===== src/lbls_pkg.sv =====
`default_nettype none
// ----------------------------------------------------------------------------
// lbls_pkg: shared types and constants
// Widths, band count, request types and the log helper for the band level
// smoother.
// ----------------------------------------------------------------------------
package lbls_pkg;

	localparam int NUM_BANDS = 8;
	localparam int ENERGY_W = 32;
	localparam int LEVEL_W = 17;
	localparam int RANGE_W = 64;
	localparam int LOG_W = 22;
	localparam int QUOT_W = 17;
	localparam int BAND_IDX_W = 3;
	localparam int ALPHA_W = 17;
	localparam int DEF_SMOOTH_ALPHA = 9830;
	localparam logic [LEVEL_W-1:0] ONE_Q16 = 17'd65536;
	localparam logic [RANGE_W-1:0] RANGE_RESET = 64'h0001_0000_0000_0000;

	typedef logic [ENERGY_W-1:0] energy_t;
	typedef logic [LEVEL_W-1:0] level_t;
	typedef logic [LOG_W-1:0] log_t;

	// Input request: one frame of band energies, in band order.
	typedef struct packed {
		energy_t sub_bass_energy;
		energy_t bass_energy;
		energy_t low_mid_energy;
		energy_t mid_energy;
		energy_t high_mid_energy;
		energy_t presence_energy;
		energy_t brilliance_energy;
		energy_t air_energy;
	} frame_t;

	// Output request: the smoothed levels, in band order.
	typedef struct packed {
		level_t sub_bass_level;
		level_t bass_level;
		level_t low_mid_level;
		level_t mid_level;
		level_t high_mid_level;
		level_t presence_level;
		level_t brilliance_level;
		level_t air_level;
	} levels_t;

	// Lane sequencing: log, division, smoothing update.
	typedef enum logic [1:0] {L_IDLE, L_LOG, L_DIV, L_SMOOTH} lane_state_t;

	// Lane control from the top: start a lane sequence; its energy operand is valid.
	typedef struct packed {
		logic start;
	} lane_ctl_t;

	typedef struct packed {
		logic busy;
		logic done;
	} lane_sts_t;

	// Mitchell approximation of log2(x + 1.0) in Q6.16.
	function automatic log_t mitchell_log(input energy_t x);
		logic [32:0] y;
		logic [32:0] m;
		logic [4:0] p;
		logic [32:0] frac;
		y = {1'b0, x} + 33'd65536;
		p = 5'd16;
		for (int i = 17; i <= 32; i++) begin
			if (y[i]) p = 5'(i);
		end
		m = y & ~(33'd1 << p);
		frac = m >> (p - 5'd16);
		mitchell_log = LOG_W'({p - 5'd16, 16'd0}) + LOG_W'(frac[15:0]);
	endfunction

endpackage
`default_nettype wire


===== src/lbls_lane.sv =====
`default_nettype none
// ----------------------------------------------------------------------------
// lbls_lane: one band's normalize and smoothing lane
// Log stage, restoring divider one bit per cycle, then clamp and smoothing.
// ----------------------------------------------------------------------------
module lbls_lane #(
	parameter int SMOOTH_ALPHA = lbls_pkg::DEF_SMOOTH_ALPHA
) (
	input wire logic clk,
	input wire logic arst_n,
	input wire lbls_pkg::lane_ctl_t ctl,
	input wire lbls_pkg::energy_t energy,
	input wire logic [lbls_pkg::RANGE_W-1:0] range,
	output lbls_pkg::lane_sts_t sts,
	output lbls_pkg::level_t level
);
	localparam int NUM_W = 40;
	localparam int CNT_W = 6;

	lbls_pkg::lane_state_t state_q, state_d;
	logic [CNT_W-1:0] cnt_q;
	logic neg_q, zero_q;
	logic [NUM_W-1:0] num_q;
	logic [NUM_W-1:0] rem_q;
	logic [NUM_W-1:0] quo_q;
	logic [lbls_pkg::LOG_W:0] den_q;
	lbls_pkg::level_t level_q;
	lbls_pkg::energy_t e_q;
	lbls_pkg::log_t le, lmin, lmax;
	logic signed [lbls_pkg::LOG_W:0] dn, dd;
	logic [NUM_W-1:0] rem_sh;
	lbls_pkg::level_t norm;
	logic signed [18:0] diff;
	logic signed [37:0] prod;
	logic signed [21:0] upd;

	assign le = lbls_pkg::mitchell_log(e_q);
	assign lmin = lbls_pkg::mitchell_log(range[31:0]);
	assign lmax = lbls_pkg::mitchell_log(range[63:32]);
	assign dn = $signed({1'b0, le}) - $signed({1'b0, lmin});
	assign dd = $signed({1'b0, lmax}) - $signed({1'b0, lmin});
	assign rem_sh = {rem_q[NUM_W-2:0], num_q[NUM_W-1]};

	// Quotient is truncated toward zero; a negative one or a zero denominator gives zero, one above 1.0 clamps to 1.0.
	always_comb begin
		if (zero_q || neg_q) norm = '0;
		else if (quo_q > NUM_W'(lbls_pkg::ONE_Q16)) norm = lbls_pkg::ONE_Q16;
		else norm = quo_q[lbls_pkg::LEVEL_W-1:0];
	end

	// Smoothing: floor shift of alpha times the difference, then saturate.
	assign diff = $signed({2'b0, norm}) - $signed({2'b0, level_q});
	assign prod = $signed({1'b0, 18'(SMOOTH_ALPHA)}) * diff;
	assign upd = $signed({5'b0, level_q}) + 22'(prod >>> 16);

	always_comb begin
		state_d = state_q;
		case (state_q)
			lbls_pkg::L_IDLE: if (ctl.start) state_d = lbls_pkg::L_LOG;
			lbls_pkg::L_LOG: state_d = lbls_pkg::L_DIV;
			lbls_pkg::L_DIV: if (cnt_q == '0) state_d = lbls_pkg::L_SMOOTH;
			lbls_pkg::L_SMOOTH: state_d = lbls_pkg::L_IDLE;
			default: state_d = lbls_pkg::L_IDLE;
		endcase
	end

	always_comb begin
		sts.busy = (state_q != lbls_pkg::L_IDLE);
		sts.done = (state_q == lbls_pkg::L_SMOOTH);
	end

	always_ff @(posedge clk or negedge arst_n) begin
		if (!arst_n) begin
			state_q <= lbls_pkg::L_IDLE;
			level_q <= '0;
		end else begin
			state_q <= state_d;
			if (state_q == lbls_pkg::L_SMOOTH) begin
				if (upd < 0) level_q <= '0;
				else if (upd > $signed(22'(lbls_pkg::ONE_Q16))) level_q <= lbls_pkg::ONE_Q16;
				else level_q <= upd[lbls_pkg::LEVEL_W-1:0];
			end
		end
	end

	// Operand capture and restoring division on magnitudes.
	always_ff @(posedge clk) begin
		case (state_q)
			lbls_pkg::L_IDLE: if (ctl.start) e_q <= energy;
			lbls_pkg::L_LOG: begin
				zero_q <= (dd == 0);
				neg_q <= (dn[lbls_pkg::LOG_W] ^ dd[lbls_pkg::LOG_W]) && (dn != 0);
				num_q <= {1'b0, (dn < 0) ? -dn : dn, 16'd0};
				den_q <= (dd < 0) ? 23'(-dd) : 23'(dd);
				rem_q <= '0;
				quo_q <= '0;
				cnt_q <= CNT_W'(NUM_W - 1);
			end
			lbls_pkg::L_DIV: begin
				num_q <= {num_q[NUM_W-2:0], 1'b0};
				if (rem_sh >= NUM_W'(den_q)) begin
					rem_q <= rem_sh - NUM_W'(den_q);
					quo_q <= {quo_q[NUM_W-2:0], 1'b1};
				end else begin
					rem_q <= rem_sh;
					quo_q <= {quo_q[NUM_W-2:0], 1'b0};
				end
				cnt_q <= cnt_q - 1'b1;
			end
			default: ;
		endcase
	end

	assign level = level_q;

	ap_range: assert property (@(posedge clk) disable iff (!arst_n)
		level_q <= lbls_pkg::ONE_Q16) else $error("level out of range");
	ap_done: assert property (@(posedge clk) disable iff (!arst_n)
		sts.done |=> state_q == lbls_pkg::L_IDLE) else $error("done not followed by idle");
	ap_start: assert property (@(posedge clk) disable iff (!arst_n)
		(state_q == lbls_pkg::L_IDLE && ctl.start) |=> state_q == lbls_pkg::L_LOG)
		else $error("start lost");
endmodule
`default_nettype wire


===== config.mk =====
export PLATFORM = sky130hd
export DESIGN_NAME = lbls_lane
export DESIGN_NICKNAME = d
export VERILOG_FILES = /design/src/lbls_pkg.sv /design/src/lbls_lane.sv
export SDC_FILE = /design/constraint.sdc
export NUM_CORES = 1
export LEC_CHECK = 0
export BUFFER_PORTS_ARGS = -buffer_cell sky130_fd_sc_hd__clkbuf_2
export CAP_MARGIN = 30
export CORE_MARGIN = 8
export CORE_UTILIZATION = 55
export CTS_CLUSTER_SIZE = 30
export DETAILED_ROUTE_END_ITERATION = 16
export GPL_ROUTABILITY_DRIVEN = 0
export HOLD_SLACK_MARGIN = 0.06
export PLACE_DENSITY = 0.77
export RECOVER_POWER = 100
export SETUP_SLACK_MARGIN = 0.3
export SYNTH_ARGS = -nofsm -noshare
export SYNTH_HDL_FRONTEND = slang
export SYNTH_SLANG_ARGS = --single-unit

===== constraint.sdc =====
create_clock -name clk -period 13.5 [get_ports clk]
set_input_delay 2.7 -clock clk [delete_from_list [all_inputs] [get_ports clk]]
set_output_delay 2.7 -clock clk [all_outputs]
set_load 0.01 [all_outputs]

Yosys cells after proc, flatten, opt, wreduce, memory -nomap -nowiden
Cells that the tools add are included.
{"block": "classes", "add_sub_neg": 17, "n_mul": 1, "div_mod_pow": 0, "n_lt_le_gt_ge": 6, "eq_ne": 5, "n_shift": 6, "n_mux": 63, "bitwise_logic": 7, "n_reduce_logical": 10}
{"op": "5-bit two-way mux", "count": 43}
{"op": "40-bit case mux with 2 select lines", "count": 2}
{"op": "32-bit by 17-bit adder with 33-bit output, second input constant", "count": 3}
{"op": "33-bit AND", "count": 3}
{"op": "33-bit NOT", "count": 3}
{"op": "1-bit by 5-bit << shifter with 33-bit output, first input constant", "count": 3}
{"op": "33-bit by 5-bit >> shifter with 16-bit output", "count": 3}
{"op": "39-bit case mux with 2 select lines", "count": 1}
{"op": "17-bit two-way mux", "count": 4}
{"op": "21-bit by 16-bit adder with 22-bit output", "count": 3}
{"op": "23-bit by 1-bit < comparator with 1-bit output, second input constant", "count": 2}
{"op": "23-bit two-way mux", "count": 2}
{"op": "23-bit negator", "count": 2}
{"op": "22-bit by 22-bit subtractor with 23-bit output", "count": 2}
{"op": "40-bit by 23-bit >= comparator with 1-bit output", "count": 1}
{"op": "40-bit by 17-bit > comparator with 1-bit output, second input constant", "count": 1}
{"op": "39-bit two-way mux", "count": 1}
{"op": "39-bit by 23-bit subtractor with 39-bit output", "count": 1}
{"op": "32-bit zero test", "count": 1}
{"op": "14-bit by 18-bit multiplier with 32-bit output, first input constant", "count": 1}
{"op": "32-bit nonzero test", "count": 1}
{"op": "18-bit by 17-bit adder with 19-bit output", "count": 1}
{"op": "19-bit by 18-bit > comparator with 1-bit output, second input constant", "count": 1}
{"op": "19-bit by 1-bit < comparator with 1-bit output, second input constant", "count": 1}
{"op": "other kinds (17)", "count": 29}
{"block": "totals", "ff_bits": 201, "latchBits": 0, "ramBits": 0, "romBits": 0, "output_inout_bits": 19, "wordCells": 125, "n_memories": 0}

Longest topological paths before layout
Gate-level depths: netlist (run 1).
{"block": "logic_depth", "depth_word": 26, "ltp_mapped": 50}

Worst setup path after synthesis (run 1)
Ideal clock, no wire load.
{"block": "synth_timing", "kind": "register to register", "from": "register quo_q[28]", "to": "register level_q[10], in the netlist level[10]", "setup_time_ns": 0.141, "arrival_ns": 10.413, "setup_slack_ns": 2.946, "stages_incl_launch_ff": 45, "n_path_buf": 1, "cell_sequence": "edfxtp_1 > nor4_1 > nand4_1 > nor2_1 > nor4b_1 > and2_1 > ha_1 > a21o_1 > a21oi_1 > o21bai_1 > a21oi_1 > o21bai_1 > a21oi_1 > o21bai_1 > a31oi_1 > mux2i_1 > or2_2 > ha_1 > [9 not listed] > and3_1 > a221oi_1 > a21boi_0 > a31oi_1 > o21ai_0 > a21oi_1 > xnor2_1 > ha_1 > a21o_1 > a21o_1 > nor4_1 > a211oi_1 > or2_2 > a21o_1 > and2_0 > mux2i_1 > clkbuf_1 > o22ai_1"}
{"block": "synth_via", "elab_chain_cells": 9, "elab_cells_between_ends": 10, "classes_between": "2 x add/sub; 1 x mul; 3 x order compare; 4 x mux"}
{"item": "start, declared", "line_no": "lbls_lane.sv:25", "rtl": "logic [NUM_W-1:0] quo_q;"}
{"item": "start signal, assigned", "line_no": "lbls_lane.sv:103", "rtl": "quo_q <= {quo_q[NUM_W-2:0], 1'b1};"}
{"item": "start signal, assigned", "line_no": "lbls_lane.sv:106", "rtl": "quo_q <= {quo_q[NUM_W-2:0], 1'b0};"}
{"item": "40-bit by 17-bit > comparator with 1-bit output *", "line_no": "lbls_lane.sv:47", "rtl": "else if (quo_q > NUM_W'(lbls_pkg::ONE_Q16)) norm = lbls_pkg::ONE_Q16;"}
{"item": "17-bit two-way mux *", "line_no": "lbls_lane.sv:47"}
{"item": "17-bit two-way mux *", "line_no": "lbls_lane.sv:46", "rtl": "if (zero_q || neg_q) norm = '0;"}
{"item": "17-bit by 17-bit subtractor with 18-bit output *", "line_no": "lbls_lane.sv:52", "rtl": "assign diff = $signed({2'b0, norm}) - $signed({2'b0, level_q});"}
{"item": "14-bit by 18-bit multiplier with 32-bit output *", "line_no": "lbls_lane.sv:53", "rtl": "assign prod = $signed({1'b0, 18'(SMOOTH_ALPHA)}) * diff;"}
{"item": "18-bit by 17-bit adder with 19-bit output *", "line_no": "lbls_lane.sv:54", "rtl": "assign upd = $signed({5'b0, level_q}) + 22'(prod >>> 16);"}
{"item": "19-bit by 18-bit > comparator with 1-bit output", "line_no": "lbls_lane.sv:80", "rtl": "else if (upd > $signed(22'(lbls_pkg::ONE_Q16))) level_q <= lbls_pkg::ONE_Q16;"}
{"item": "17-bit two-way mux", "line_no": "lbls_lane.sv:80"}
{"item": "17-bit two-way mux *", "line_no": "lbls_lane.sv:79", "rtl": "if (upd < 0) level_q <= '0;"}
{"item": "end signal, assigned", "line_no": "lbls_lane.sv:80"}
{"item": "end signal, assigned", "line_no": "lbls_lane.sv:81", "rtl": "else level_q <= upd[lbls_pkg::LEVEL_W-1:0];"}
{"item": "end, declared", "line_no": "lbls_lane.sv:27", "rtl": "lbls_pkg::level_t level_q;"}
Mark *: on every way between the ends. The rest lies on a longest branch, timed or not.
A chain may end at the register's enable or synchronous reset.

Final worst setup path (run 1)
{"block": "layout_timing", "from": "register quo_q[22]", "to": "register level_q[15], in the netlist level[15]"}
The elaborated chain is that of the path after synthesis.

==> out/metrics.cfg, run 1 <==
[synth]
ys_types = 104
synth_area_per_cell_sq_um = 8.796
synth-seq-cells = 185
ys_async_sr_fraction = 0.1027
synthCells = 2688
yosysWarnings = 0
synth_ff_type = edfxtp_1
synth_area_sq_mm = 0.02364
yosys-top-cells-area = edfxtp_1 21%, ha_1 12%, fa_1 7.8%
netlist.area_leader.share = 0.2108
syn_nets = 3103
yosysTopAreaCell = edfxtp_1
synth-edff-count = 166
yosysSeqAreaShare = 0.2309

[timing]
post-route-period-util = 0.9049
setup_violations = 0
relSlewSlack = -1.460
fin_skew_ns = 0.01231
fmax_mhz = 81.86
finalSetupTns_ns = 0
min_period_ns = 12.22
rsz0062_at_grt = false
timing.final.hold_violations = 0
worst_pin_slew_ns = 3.690
final_max_slew_viol_count = 330

[placed_design]
hpwlAfterDp_mm = 47.58
port_buffers = 117
postPlaceCellArea_sq_mm = 0.02463

[setup_path]
critPathSlowestCell = nor4b_2
end_kind = flip-flop
critPathKind = reg -> reg
cp.required_ns = 13.79
cp.arrival_ns = 12.50
critPathMaxStageDelay_ns = 0.81
critPathLaunchType = flip-flop
critical_path.max_fanout = 16

[floorplanning]
fp-row-count = 76
pin_count = 118
die_area_sq_mm = 0.04988
coreArea_sq_mm = 0.04279
die_w_um = 223.3
start_util = 0.5525
die_y_um = 223.3

[clock_network]
path_clk_slew_ns = 0.08
post_cts_resized = 0
hold_buffers = 0
cts_setup_buffers = 0
cts_sinks = 185
root_buffer = clkbuf_16
cts_buffer_depth = 2
htreeDepth = 4
cts_tree = yes
cts_made_buffers = 17
clock_latency_ns = 0.46

[global_routing]
grt_usage = 0.2350
grt_max_degree = 110
grt_pass1_vias = 20473
overflow = 0
grt_pass1_wl_mm = 99.46
antenna_found_initial = 0

[cells_and_area]
drive_gt1_frac = 0.07754
final_nets = 3162
antenna_cells = 0
nFillCells = 3752
area_growth_pct = 6.096
fin_area_sq_mm = 0.02509

[drt]
vias_per_cell = 6.251
drt_first_pass_iters = 6
dr_total_vias = 20667
drtIter0Drc = 1814
final_antenna_net_count = 0
wl_per_cell_um = 18.14
wirelength_mm = 59.96
drc = 0

[status]
status = complete, but fails checks
violations = max-capacitance violations, max-slew violations

[job]
cap_violations = 6

[worst_hold_path]
min-delay-path-class = reg -> reg

[metrics by stage]
step	std cells	setup WS, ns	hold WS, ns	utilization
2_1_floorplan	2688	2.946	0.4992	-
3_3_place_gp	3271	2.146	0.5058	0.5749
3_5_place_dp	3273	1.597	0.5145	0.5757
4_1_cts	3305	1.550	0.5319	0.5900
5_1_grt	3306	0.2747	0.5606	0.5862
6_report	3306	1.284	0.5286	0.5862
[layout by cell type, fill, tap and decap left out, types with 24 or more instances in the layout]
| master | netlist | final |
|---|---|---|
| nor4_1 | 24 | 25 |
| nand2_1 | 201 | 201 |
| xor2_1 | 70 | 70 |
| o211ai_1 | 27 | 27 |
| a21oi_1 | 134 | 133 |
| clkbuf_1 | 49 | 30 |
| o31ai_1 | 25 | 25 |
| inv_1 | 273 | 273 |
| a211oi_1 | 32 | 32 |
| xnor2_1 | 120 | 120 |
| nand2b_1 | 30 | 30 |
| nor2_1 | 172 | 172 |
| o22ai_1 | 36 | 36 |
| or3_1 | 24 | 24 |
| and2_0 | 2 | 37 |
| mux2i_1 | 139 | 139 |
| o21ai_0 | 112 | 113 |
| and2_1 | 72 | 37 |
| and3_1 | 30 | 30 |
| a31oi_1 | 30 | 30 |
| nand3_1 | 63 | 63 |
| nand4_1 | 29 | 29 |
| a21o_1 | 56 | 56 |
| edfxtp_1 | 166 | 166 |
| fa_1 | 92 | 92 |
| ha_1 | 224 | 224 |
| clkbuf_2 | 1 | 96 |
| nor3_1 | 46 | 46 |
[layer usage]
metal  GRT usage  wire length (um)  vias up
li1            -                 -     9920
met3     0.03336              3231      176
met2      0.4064             28820      777
met5           0                 0        -
met1      0.2888             25390     9794
met4      0.1037              2517        0
[final timing paths]
check / slack, ns / endpoint / cells past startpoint / from
min reg2reg: 0.53 / num_q[30] / 2 / num_q[29]
max in group asynchronous: 10.36 / state_q[1] / 1 / arst_n
min: 0.53 / num_q[30] / 2 / num_q[29]
max reg2reg: 1.28 / level[15] / 43 / quo_q[22]
min in group asynchronous: 2.44 / level[9] / 1 / arst_n
max: 1.28 / level[15] / 43 / quo_q[22]
[layout make-up]
type | count | area, sq um | share of cell area
Inverter | 281 | 1055 | 0.04205
Multi-Input combinational cell | 2125 | 16600 | 0.6617
Clock buffer | 18 | 429.2 | 0.01711
Clock inverter | 14 | 182.7 | 0.007282
Sequential cell | 185 | 5460 | 0.2177
Tap cell | 546 | 683.2 | 0.02723
Timing Repair Buffer | 137 | 676.9 | 0.02698
[worst max-delay path, delay by kind of cell, from the launching register on]
kind | cells | cell delay (ns)
adder cells (fa/ha/maj) | 8 | 3.12
XOR/XNOR | 1 | 0.22
AND/OR/NAND/NOR | 10 | 3.19
AO/OA/AOI/OAI | 17 | 4.18
flip-flops | 1 | 0.40
multiplexers | 2 | 0.43
buffers and inverters | 5 | 0.52
[kinds of logic after synthesis]
group | Yosys count | share of synthesized area
flops | 185 | 0.2309
simple gates | 788 | 0.1703
compound gates | 668 | 0.1942
buf+inv | 378 | 0.06567
mux | 162 | 0.07186
other cells | 1 | 0.0001586
fa+ha+maj | 316 | 0.1964
xor+xnor | 190 | 0.07038
[state kept, by name, indices dropped and copies added, names as in the netlist, 2 cells and up]
register and count:
cnt_q 6, e_q 32, level 17, rem_q 39
num_q 24, quo_q 40, state_q 2, den_q 23
[synth_stat cells (25+ instances only)]
cell type,n
buf_2,29
a31oi_1,30
nor2_1,172
inv_1,273
a211oi_1,32
o31ai_1,25
xnor2_1,120
a21o_1,56
nand2_1,201
and3_1,30
clkbuf_1,49
a21oi_1,134
edfxtp_1,166
nand4_1,29
fa_1,92
o22ai_1,36
mux2i_1,139
nor3_1,46
nand2b_1,30
o21ai_0,112
o211ai_1,27
and2_1,72
xor2_1,70
ha_1,224
nand3_1,63
Power of run 1 is not shown: default switching activity piles up to over one toggle a cycle in this logic, so the estimate is an artifact.
==> run 2: changes to the inputs <==
Settings changed: CELL_PAD_IN_SITES_DETAIL_PLACEMENT set to 0, CELL_PAD_IN_SITES_GLOBAL_PLACEMENT set to 1, CORE_UTILIZATION 55 to 50, PLACE_DENSITY 0.77 to 0.88.
==> out/metrics.cfg, run 2 (synthesis gave the netlist of run 1 again) <==
[status]
status = complete, but fails checks
violations = max-capacitance violations, max-slew violations

[setup_path]
reg2reg_setup_slack_ns = 1.41
endpoint = level[15]
cp.arrival_ns = 12.44
crit_top_cell = a21oi_1
end_kind = flip-flop
cp.required_ns = 13.84
regToRegEndpoint = level[15]
reg2regPathDepth = 44
r2r-start = quo_q[22]
critPathMaxStageDelay_ns = 0.79
crit_start = quo_q[22]
critPathLaunchType = flip-flop
critPathKind = reg -> reg
critical_path.max_fanout = 16
critPathSlowestCell = nor4b_2

[floorplanning]
fp-row-count = 79
coreArea_sq_mm = 0.04665
die_w_um = 233.5
pin_count = 118
die_area_sq_mm = 0.05450
die_y_um = 233.5
start_util = 0.5068

[cells_and_area]
final_cells = 3367
top_regs = quo_q: 40 flops, rem_q: 39 flops, e_q: 32 flops
mostFrequentLayoutCells = 273 x inv_1, 224 x ha_1, 201 x nand2_1
antenna_cells = 0
final_nets = 3162
regMostFlops = quo_q
final_util = 0.5392
largest_reg_flops = 40
drive_gt1_frac = 0.07790
nFillCells = 4349
layout_commonest_cell = inv_1
fin_area_sq_mm = 0.02515
area_growth_pct = 6.387

[global_routing]
grt_pass1_wl_mm = 101.0
antenna_found_initial = 1
grt_usage = 0.2236
overflow = 0
grt_max_degree = 110
grt_pass1_vias = 20168

[timing]
worst_pin_slew_ns = 3.820
setup_violations = 0
finalSetupTns_ns = 0
final_max_slew_viol_count = 330
min_period_ns = 12.09
relSlewSlack = -1.547
timing.final.hold_violations = 0
fin_skew_ns = 0.01413
fmax_mhz = 82.70
post-route-period-util = 0.8957
rsz0062_at_grt = false

[drt]
dr_total_vias = 20508
drt_first_pass_iters = 6
vias_per_cell = 6.091
final_antenna_net_count = 0
drtIter0Drc = 1453
wirelength_mm = 61.91
wl_per_cell_um = 18.39
drc = 0

[placed_design]
port_buffers = 117
postPlaceCellArea_sq_mm = 0.02472
numPlacedInstances = 3335
hpwlAfterDp_mm = 49.60

[clock_network]
path_clk_slew_ns = 0.07
hold_buffers = 0
cts_sinks = 185
htreeDepth = 4
cts_made_buffers = 17
root_buffer = clkbuf_16
post_cts_resized = 0
cts_setup_buffers = 0
clock_latency_ns = 0.46
cts_tree = yes
cts_buffer_depth = 2

[worst_hold_path]
min-delay-path-class = reg -> reg

[job]
cap_violations = 6

run 2: cell types whose count changed in the layout (fill, tap and decap cells not counted), sizes merged:
cell / change
bufinv: +1
clkinvlp: +1
inv: +1
clkinv: -2
buf: -1
run 2: critical path, delay by kind of cell (launching register included):
kind / cells / cell delay [ns]
xor gates and xnor gates: 1 / 0.10
and+or+nand+nor: 11 / 3.29
adders and majority gates: 8 / 3.19
AOI/OAI and AO/OA: 17 / 4.16
DFF: 1 / 0.40
buffers and inverters: 5 / 0.50
muxes: 2 / 0.35
run 2: worst min-delay path by stage:
stage,depth (start not counted),slack (ns),end,start
floorplan,1,0.50,num_q[37],num_q[36]
global route,2,0.56,num_q[22],num_q[21]
global placement,1,0.51,num_q[39],num_q[38]
finish,2,0.53,num_q[19],num_q[18]
CTS,2,0.54,num_q[35],num_q[34]
detailed placement,2,0.52,num_q[29],num_q[28]
run 2: stage by stage:
stage	hold WS (ns)	worst slack, ns
finish	0.5334	1.408
global route	0.5564	0.3187
CTS	0.5379	1.572
detailed placement	0.5209	1.579
global placement	0.5073	2.046
floorplan	0.4992	2.946
run 2: routing by layer:
metal	GRT usage	wire length [um]
met5	0	13
met3	0.02705	2994
met2	0.3961	30660
met4	0.07453	1694
met1	0.2798	26550
run 2: layout make-up:
type | instances | area, sq um | share of cell area
Clock inverter | 15 | 182.7 | 0.007262
Clock buffer | 17 | 425.4 | 0.01691
Timing Repair Buffer | 137 | 676.9 | 0.02691
Tap cell | 607 | 759.5 | 0.03019
Sequential cell | 185 | 5460 | 0.2171
Inverter | 281 | 1055 | 0.04193
Multi-Input combinational cell | 2125 | 16590 | 0.6597
Power of run 2 is left out for the same reason.
